**config.mk**
```make
export PLATFORM = sky130hd
export DESIGN_NAME = address_range_allocator
export DESIGN_NICKNAME = d
export VERILOG_FILES = /design/src/design/ara_pkg.sv /design/src/design/ara_ram.sv /design/src/design/address_range_allocator.sv
export SDC_FILE = /design/constraint.sdc
export NUM_CORES = 2
export LEC_CHECK = 0
export BUFFER_PORTS_ARGS = -buffer_cell sky130_fd_sc_hd__buf_2
export CAP_MARGIN = 20
export CELL_PAD_IN_SITES_DETAIL_PLACEMENT = 1
export CELL_PAD_IN_SITES_GLOBAL_PLACEMENT = 2
export CORE_UTILIZATION = 47
export CTS_CLUSTER_SIZE = 8
export DETAILED_ROUTE_END_ITERATION = 16
export PLACE_DENSITY = 0.91
export SYNTH_ARGS = -nofsm -noshare
export SYNTH_HDL_FRONTEND = slang
export SYNTH_SLANG_ARGS = --single-unit
```
**constraint.sdc**
```tcl
create_clock -name clock -period 10.7 [get_ports clock]
set_input_delay 1.07 -clock clock [delete_from_list [all_inputs] [get_ports clock]]
set_output_delay 1.07 -clock clock [all_outputs]
set_load 0.01 [all_outputs]
```
**src/design/ara_pkg.sv**
```systemverilog
// ----------------------------------------------------------------------------
// ara_pkg
// Types and constants of the address range allocator.
// ----------------------------------------------------------------------------
`timescale 1ns / 1ps

package ara_pkg;

   localparam int ADDR_W      = 32;
   localparam int EXT_W       = ADDR_W + 1;
   localparam int CSR_INDEX_W = 3;

   typedef enum logic [CSR_INDEX_W-1:0] {
      CSR_FREE_BASE_A = 3'd0,
      CSR_FREE_SIZE_A = 3'd1,
      CSR_FREE_BASE_B = 3'd2,
      CSR_FREE_SIZE_B = 3'd3,
      CSR_SEARCH_LIMIT = 3'd4
   } csr_index_type;

   typedef enum logic [0:0] {
      OP_AT_START = 1'b0,
      OP_ANYWHERE = 1'b1
   } operation_type;

   typedef enum logic [2:0] {
      ST_IDLE,
      ST_LAUNCH,
      ST_REGION,
      ST_SCAN,
      ST_NEXT,
      ST_GRANT
   } state_type;

   typedef struct packed {
      logic done;
      logic granted;
      logic table_full;
   } result_ctl_type;

endpackage

```
**src/design/ara_ram.sv**
```systemverilog
// ----------------------------------------------------------------------------
// ara_ram
// Generic single-write, single-read RAM with registered read data.
// ----------------------------------------------------------------------------
`timescale 1ns / 1ps

module ara_ram #(
   parameter int WIDTH = 64,
   parameter int DEPTH = 16,
   parameter int AW    = (DEPTH > 1) ? $clog2(DEPTH) : 1
) (
   input  logic             clock,
   input  logic             wr_en,
   input  logic [AW-1:0]    wr_addr,
   input  logic [WIDTH-1:0] wr_data,
   input  logic             rd_en,
   input  logic [AW-1:0]    rd_addr,
   output logic [WIDTH-1:0] rd_data
);

   logic [WIDTH-1:0] mem [DEPTH];
   logic [WIDTH-1:0] rd_data_ff;

   always_ff @(posedge clock) begin
      if (wr_en) begin
         mem[wr_addr] <= wr_data;
      end
      if (rd_en) begin
         rd_data_ff <= mem[rd_addr];
      end
   end

   assign rd_data = rd_data_ff;

endmodule

```
**src/design/address_range_allocator.sv**
```systemverilog
// ----------------------------------------------------------------------------
// address_range_allocator
// Grants address ranges that fit a free region and overlap no used range.
// ----------------------------------------------------------------------------
// Usage:
//   Configuration: csr_valid/csr_ready write channel, csr_index selects
//   free_base_a, free_size_a, free_base_b, free_size_b, search_limit.
//   csr_ready is always high; write only while busy is low.
//   Request: an item is taken when start is high and busy is low.
//   Operation 0 tries req_start_address; operation 1 tries 0, ALIGN_STEP,
//   2*ALIGN_STEP, ... below search_limit and takes the first fit.
//   Response: one item per request, shown for one cycle with rsp_valid.
//   The receiver cannot stall; the result must be taken when shown.
// Sequence:
//   A full table is refused at launch, before any search. Each candidate
//   is tested against both free regions, then scanned against the used
//   entries; a miss ends operation 0 and moves operation 1 on to the next
//   candidate, and operation 1 is refused once it reaches search_limit.
//   The used-table RAM is read one entry a cycle and checked by one shared
//   overlap compare.
// Reset: clears the configuration registers, the used count, the sequencer and the result strobe.
// ----------------------------------------------------------------------------
`timescale 1ns / 1ps

module address_range_allocator #(
   parameter int USED_ENTRIES = 16,
   parameter int ALIGN_STEP   = 4096
) (
   input  logic                               clock,
   input  logic                               reset,
   // configuration
   input  logic                               csr_valid,
   output logic                               csr_ready,
   input  logic [ara_pkg::CSR_INDEX_W-1:0]    csr_index,
   input  logic [ara_pkg::ADDR_W-1:0]         csr_data,
   // request
   input  logic                               start,
   output logic                               busy,
   input  logic                               req_operation,
   input  logic [ara_pkg::ADDR_W-1:0]         req_start_address,
   input  logic [ara_pkg::ADDR_W-1:0]         req_range_length,
   // response
   output logic                               rsp_valid,
   output logic                               rsp_granted,
   output logic [ara_pkg::ADDR_W-1:0]         rsp_granted_address,
   output logic                               rsp_table_full
);

   import ara_pkg::*;

   localparam int IDX_W = (USED_ENTRIES > 1) ? $clog2(USED_ENTRIES) : 1;
   localparam int CNT_W = $clog2(USED_ENTRIES + 1);
   localparam logic [CNT_W-1:0] CNT_FULL = CNT_W'(USED_ENTRIES);
   localparam logic [EXT_W-1:0] STEP = EXT_W'(ALIGN_STEP);

   // configuration registers
   logic [ADDR_W-1:0] base_a_ff, size_a_ff, base_b_ff, size_b_ff, limit_ff;

   // sequencer and datapath
   state_type         state_ff, state_in;
   logic              op_ff, op_in;
   logic [ADDR_W-1:0] len_ff, len_in;
   logic [EXT_W-1:0]  cand_ff, cand_in;
   logic [EXT_W-1:0]  end_ff, end_in;
   logic [CNT_W-1:0]  count_ff, count_in;
   logic [CNT_W-1:0]  scan_idx_ff, scan_idx_in;
   logic              cmp_valid_ff, cmp_valid_in;

   logic              rsp_valid_ff;
   logic              rsp_granted_ff;
   logic [ADDR_W-1:0] rsp_address_ff;
   logic              rsp_full_ff;

   result_ctl_type    res;

   logic              accept;
   logic              is_full;
   logic              cand_ok;
   logic              in_a, in_b;
   logic              issue, overlap, scan_fail, scan_pass;
   logic [EXT_W-1:0]  region_end_a, region_end_b;
   logic [EXT_W-1:0]  used_start, used_end;
   logic [2*ADDR_W-1:0] rd_data;

   assign csr_ready = 1'b1;

   always_ff @(posedge clock) begin
      if (reset) begin
         base_a_ff <= '0;
         size_a_ff <= '0;
         base_b_ff <= '0;
         size_b_ff <= '0;
         limit_ff  <= '0;
      end else if (csr_valid && csr_ready) begin
         unique case (csr_index)
            CSR_FREE_BASE_A:  base_a_ff <= csr_data;
            CSR_FREE_SIZE_A:  size_a_ff <= csr_data;
            CSR_FREE_BASE_B:  base_b_ff <= csr_data;
            CSR_FREE_SIZE_B:  size_b_ff <= csr_data;
            CSR_SEARCH_LIMIT: limit_ff  <= csr_data;
            default: ;
         endcase
      end
   end

   assign accept  = start && !busy;
   assign busy    = (state_ff != ST_IDLE);
   assign is_full = (count_ff == CNT_FULL);
   assign cand_ok = (op_ff == OP_AT_START) || (cand_ff < {1'b0, limit_ff});

   // region test
   assign region_end_a = {1'b0, base_a_ff} + {1'b0, size_a_ff};
   assign region_end_b = {1'b0, base_b_ff} + {1'b0, size_b_ff};
   assign in_a = (size_a_ff != '0) && (cand_ff >= {1'b0, base_a_ff})
                 && (end_ff <= region_end_a);
   assign in_b = (size_b_ff != '0) && (cand_ff >= {1'b0, base_b_ff})
                 && (end_ff <= region_end_b);

   // shared overlap compare, one used entry a cycle
   assign used_start = {1'b0, rd_data[2*ADDR_W-1:ADDR_W]};
   assign used_end   = used_start + {1'b0, rd_data[ADDR_W-1:0]};
   assign overlap    = (cand_ff < used_end) && (used_start < end_ff);
   assign issue      = (scan_idx_ff < count_ff);
   assign scan_fail  = cmp_valid_ff && overlap;
   assign scan_pass  = !issue && !scan_fail;

   ara_ram #(
      .WIDTH (2 * ADDR_W),
      .DEPTH (USED_ENTRIES)
   ) u_used_table (
      .clock   (clock),
      .wr_en   (state_ff == ST_GRANT),
      .wr_addr (count_ff[IDX_W-1:0]),
      .wr_data ({cand_ff[ADDR_W-1:0], len_ff}),
      .rd_en   ((state_ff == ST_SCAN) && issue),
      .rd_addr (scan_idx_ff[IDX_W-1:0]),
      .rd_data (rd_data)
   );

   // next state
   always_comb begin
      state_in = state_ff;
      unique case (state_ff)
         ST_IDLE:   if (accept) state_in = ST_LAUNCH;
         ST_LAUNCH: begin
            if (is_full || !cand_ok) state_in = ST_IDLE;
            else state_in = ST_REGION;
         end
         ST_REGION: state_in = (in_a || in_b) ? ST_SCAN : ST_NEXT;
         ST_SCAN: begin
            if (scan_fail) state_in = ST_NEXT;
            else if (scan_pass) state_in = ST_GRANT;
         end
         ST_NEXT:   state_in = (op_ff == OP_AT_START) ? ST_IDLE : ST_LAUNCH;
         ST_GRANT:  state_in = ST_IDLE;
         default:   state_in = ST_IDLE;
      endcase
   end

   // outputs and datapath
   always_comb begin
      op_in        = op_ff;
      len_in       = len_ff;
      cand_in      = cand_ff;
      end_in       = end_ff;
      count_in     = count_ff;
      scan_idx_in  = scan_idx_ff;
      cmp_valid_in = 1'b0;
      res          = '0;
      unique case (state_ff)
         ST_IDLE: begin
            if (accept) begin
               op_in   = req_operation;
               len_in  = req_range_length;
               cand_in = (req_operation == OP_AT_START) ?
                         {1'b0, req_start_address} : '0;
            end
         end
         ST_LAUNCH: begin
            end_in      = cand_ff + {1'b0, len_ff};
            scan_idx_in = '0;
            if (is_full) begin
               res = '{done: 1'b1, granted: 1'b0, table_full: 1'b1};
            end else if (!cand_ok) begin
               res = '{done: 1'b1, granted: 1'b0, table_full: 1'b0};
            end
         end
         ST_REGION: ;
         ST_SCAN: begin
            if (issue) scan_idx_in = scan_idx_ff + 1'b1;
            cmp_valid_in = issue && !scan_fail;
         end
         ST_NEXT: begin
            if (op_ff == OP_AT_START) begin
               res = '{done: 1'b1, granted: 1'b0, table_full: 1'b0};
            end else begin
               cand_in = cand_ff + STEP;
            end
         end
         ST_GRANT: begin
            count_in = count_ff + 1'b1;
            res      = '{done: 1'b1, granted: 1'b1, table_full: 1'b0};
         end
         default: ;
      endcase
   end

   always_ff @(posedge clock) begin
      if (reset) begin
         state_ff     <= ST_IDLE;
         count_ff     <= '0;
         cmp_valid_ff <= 1'b0;
         rsp_valid_ff <= 1'b0;
      end else begin
         state_ff     <= state_in;
         count_ff     <= count_in;
         cmp_valid_ff <= cmp_valid_in;
         rsp_valid_ff <= res.done;
      end
   end

   always_ff @(posedge clock) begin
      op_ff       <= op_in;
      len_ff      <= len_in;
      cand_ff     <= cand_in;
      end_ff      <= end_in;
      scan_idx_ff <= scan_idx_in;
      if (res.done) begin
         rsp_granted_ff <= res.granted;
         rsp_full_ff    <= res.table_full;
         rsp_address_ff <= res.granted ? cand_ff[ADDR_W-1:0] : '0;
      end
   end

   assign rsp_valid           = rsp_valid_ff;
   assign rsp_granted         = rsp_granted_ff;
   assign rsp_granted_address = rsp_address_ff;
   assign rsp_table_full      = rsp_full_ff;

endmodule

```
==> impl_metrics.env <==
export IMPL_run_status="finished, final reports clean"
export IMPL_synth_cells_most_frequent="1226 x sky130_fd_sc_hd__edfxtp_1, 407 x sky130_fd_sc_hd__nand2_1, 362 x sky130_fd_sc_hd__ha_1"
export IMPL_critPathTopFamily="compound AO/OA/AOI/OAI gates"
export IMPL_worstHoldPathCells=1
export IMPL_rsz_0062_raised_after_global_routing="false"
export IMPL_routed_via_count=39100
export IMPL_floorplan_die_area_um2=135000
export IMPL_slew_headroom=0.232
export IMPL_layout_drive_gt1_share=0.185
export IMPL_power_per_cell_area_nw_per_um2=196
export IMPL_total_leakage_power_nw=24.9
export IMPL_grt_antenna_before_repair=9
export IMPL_dieHeight_um=368
export IMPL_top_achievable_clock_speed_ghz=0.176
export IMPL_asyncSetResetFlopFracSynth=0
export IMPL_nNetsFinal=4845
export IMPL_post_synth_edffs=1226
export IMPL_arrival_ns=6.38
export IMPL_count_of_buffer_and_inverter_cells_on_the_critical_path=0
export IMPL_antenna_left=0
export IMPL_actual_transition_at_the_worst_max_transition_pin_ns=1.15
export IMPL_tritonroute_pass_1_iters=5
export IMPL_ys_top_cells_by_area="sky130_fd_sc_hd__edfxtp_1 59%, sky130_fd_sc_hd__mux4_2 11%, sky130_fd_sc_hd__ha_1 7.2%, sky130_fd_sc_hd__dfxtp_1 5.4%, sky130_fd_sc_hd__nand2_1 2.4%"
export IMPL_die_w_um=368
export IMPL_clock_tree_from_tritoncts="done"
export IMPL_count_of_cells_resized_by_post_cts_repair=0
export IMPL_synth_largest_type_area_fraction=0.585
export IMPL_max_cap_viol_count=0
export IMPL_report_final_hold_viol_count=0
export IMPL_dp_final_hpwl_um=117000
export IMPL_postSynthNetCount=4568
export IMPL_min_delay_worst_endpoint="len_ff[14]"
export IMPL_setup_viol=0
export IMPL_report_final_slew_viol_count=0
export IMPL_fin_setup_tns_ns=0
export IMPL_port_buffers=139
export IMPL_min_period_over_period=0.530
export IMPL_initialDrtViolationCount=3939
export IMPL_layout_area_overhead_vs_synth_pct=13.5
export IMPL_distinct_cell_type_count_after_synthesis=78
export IMPL_timing_rr_end="state_ff[1]"
export IMPL_wire_length_of_the_first_global_routing_pass_um=278000
export IMPL_drt_total_wl_um=191000
export IMPL_cts_clk_slew_worst_paths_ns=0.06
export IMPL_pin_count=141
export IMPL_path_class="reg -> reg"
export IMPL_post_cts_hold_buffer_count=0
export IMPL_critical_path_max_stage_delay_ns=0.67
export IMPL_ir_worst_vdd_uv=134
export IMPL_floorplan_initialDensity=0.476
export IMPL_clockRootBuffer="sky130_fd_sc_hd__clkbuf_16"
export IMPL_tritoncts_num_sinks=1396
export IMPL_cts_post_setup_buffers_inserted=0
export IMPL_synth_area_leader_cell="sky130_fd_sc_hd__edfxtp_1"
export IMPL_mappedNetlistArea_um2=62900
export IMPL_clk_insertion_delay_late_ns=0.84
export IMPL_drc=0
export IMPL_placer_s_final_routability_congestion_estimate=0.860
export IMPL_grt_usage=0.283
export IMPL_final_period_minus_worst_setup_slack_ns=5.67
export IMPL_skew_ns=0.0434
export IMPL_timing_critical_path_from="u_used_table.rd_data[33]"
export IMPL_total_power_mw=14.0
export IMPL_grt_pass1_vias=41000
export IMPL_wire_per_inst_um=30.8
export IMPL_critical_path_cell_by_cell="ha_1 -> a21oi_1 -> o21ai_0 -> o31ai_1 -> nand4b_1 -> a21oi_1 -> o21ai_0 -> a211oi_1 -> o21ai_0 -> xnor2_1 -> ha_1 -> nand4_1 -> nor4_1 -> and4_1 -> o41ai_1 -> o211ai_1 -> o21ai_0 -> a21o_1 -> o41ai_1"
export IMPL_regToRegSetupSlack_ns=5.03
export IMPL_clock_tree_buffer_depth=3
export IMPL_design_core_area_um2=132000
export IMPL_post_drt_via_cell_ratio=6.32
export IMPL_synth_sequential_area_ratio=0.640
export IMPL_grt_max_degree=74
export IMPL_whs_ns=0.447
export IMPL_postSynthAreaPerCell_um2=15.3
export IMPL_timing_critical_path_mode_cell="sky130_fd_sc_hd__o21ai_0"
export IMPL_hold_path_class="in -> reg"
export IMPL_number_of_buffers_created_by_cts=194
export IMPL_critical_path_peak_fanout=4
export IMPL_synth_most_common_cell="sky130_fd_sc_hd__edfxtp_1"
export IMPL_worst_r2r_path_depth=19
export IMPL_min_from="req_range_length[14]"
export IMPL_synth_cells=4098
export IMPL_synth_top_flop_cell="sky130_fd_sc_hd__edfxtp_1"
export IMPL_ys_ff_latch=1396
export IMPL_overflow=0
export IMPL_cell_type_of_the_slowest_stage_on_the_worst_timing_path="sky130_fd_sc_hd__nor4_1"
export IMPL_crit_path_end_kind="flop"
export IMPL_worstSetupStartpointType="flop"
export IMPL_htreeDepth=4
export IMPL_worst_endpoint_required_ns=11.41
export IMPL_regToRegStartpoint="u_used_table.rd_data[33]"
export IMPL_placement_rows=133
export IMPL_yosysWarningCount=0
report_power, final:
| group | switching, mW | internal (mW) |
|---|---|---|
| logic | 1.22 | 0.804 |
| registers | 0.178 | 6.22 |
| clock network | 2.27 | 3.30 |
routing by layer:
metal | routed length, um | vias to the layer above | track usage
met5 | 46 | - | 0
met4 | 8010 | 6 | 0.118
met3 | 14700 | 398 | 0.0510
met2 | 91500 | 1990 | 0.461
met1 | 76200 | 20200 | 0.375
li1 | - | 16500 | -
through the flow:
step,utilization,cell area [um^2],cells,setup WS (ns)
detailed placement,0.500,66100,5933,5.37
floorplan,-,62900,4098,3.19
global placement,0.500,66100,5933,5.43
finish,0.540,71400,6183,5.03
CTS,0.540,71300,6179,5.21
global route,0.540,71400,6180,4.77
how the worst max path moves through the flow:
stage | endpoint | cells past startpoint
final | state_ff[1] | 19
after floorplan | state_ff[1] | 10
after CTS | state_ff[1] | 19
after detailed placement | state_ff[1] | 19
after global placement | state_ff[1] | 19
after global routing | state_ff[1] | 19
flip-flops by register name, summed over array words and instances (netlist names), 33 cells and up:
register              cells
cand_ff                  33
end_ff                   33
u_used_table.mem       1024
u_used_table.rd_data     64
worst reg2reg max path, cell delays in order (launching register included):
cell	delay [ns]
sky130_fd_sc_hd__edfxtp_1	0.46
sky130_fd_sc_hd__ha_1	0.32
sky130_fd_sc_hd__a21oi_1	0.20
sky130_fd_sc_hd__o21ai_0	0.23
sky130_fd_sc_hd__o31ai_1	0.39
sky130_fd_sc_hd__nand4b_1	0.30
sky130_fd_sc_hd__a21oi_1	0.45
sky130_fd_sc_hd__o21ai_0	0.33
sky130_fd_sc_hd__a211oi_1	0.33
sky130_fd_sc_hd__o21ai_0	0.15
sky130_fd_sc_hd__xnor2_1	0.15
sky130_fd_sc_hd__ha_1	0.30
sky130_fd_sc_hd__nand4_1	0.15
sky130_fd_sc_hd__nor4_1	0.67
sky130_fd_sc_hd__and4_1	0.32
sky130_fd_sc_hd__o41ai_1	0.08
sky130_fd_sc_hd__o211ai_1	0.20
sky130_fd_sc_hd__o21ai_0	0.20
sky130_fd_sc_hd__a21o_1	0.26
sky130_fd_sc_hd__o41ai_1	0.06
logic make-up after synthesis:
group	Yosys count	synth area share
mux	323	0.115
simple gates	838	0.0629
flops	1396	0.640
compound gates	716	0.0713
other cells	1	0.0000596
buf+inv	330	0.0201
fa+ha+maj	366	0.0733
xor+xnor	128	0.0178
cell usage in the layout (no fill, tap or decap), types with 11 or more instances in the layout:
cell type and instances:
sky130_fd_sc_hd__o211ai_1 12, sky130_fd_sc_hd__nor2b_1 20, sky130_fd_sc_hd__a31oi_1 12, sky130_fd_sc_hd__clkbuf_16 197
sky130_fd_sc_hd__nand4_1 55, sky130_fd_sc_hd__xnor2_1 65, sky130_fd_sc_hd__o21bai_1 11, sky130_fd_sc_hd__edfxtp_1 1226
sky130_fd_sc_hd__nand3_1 48, sky130_fd_sc_hd__nor3_1 24, sky130_fd_sc_hd__a211oi_1 17, sky130_fd_sc_hd__and3_1 19
sky130_fd_sc_hd__nor2_1 84, sky130_fd_sc_hd__buf_2 138, sky130_fd_sc_hd__inv_1 179, sky130_fd_sc_hd__nand3b_1 19
sky130_fd_sc_hd__a21oi_1 302, sky130_fd_sc_hd__nand2b_1 24, sky130_fd_sc_hd__and2_1 49, sky130_fd_sc_hd__nand2_1 407
sky130_fd_sc_hd__o21a_1 16, sky130_fd_sc_hd__nor4_1 24, sky130_fd_sc_hd__o21ai_0 106, sky130_fd_sc_hd__mux4_2 320
sky130_fd_sc_hd__xor2_1 63, sky130_fd_sc_hd__nor2_4 14, sky130_fd_sc_hd__or3_1 12, sky130_fd_sc_hd__clkbuf_1 36
sky130_fd_sc_hd__dfxtp_1 170, sky130_fd_sc_hd__a21o_1 144, sky130_fd_sc_hd__ha_1 362, sky130_fd_sc_hd__buf_4 90
area by class of cell:
class / count / area, um^2
multi-input combinational: 2372 / 21600
antenna: 3 / 7.51
sequential: 1396 / 40200
clock buffer: 234 / 5080
timing repair buffer: 230 / 1410
tap: 1755 / 2200
fill: 12500 / 60800
clock inverter: 12 / 193
inverter: 181 / 679
Note: power is estimated with default switching activity, not from simulation.
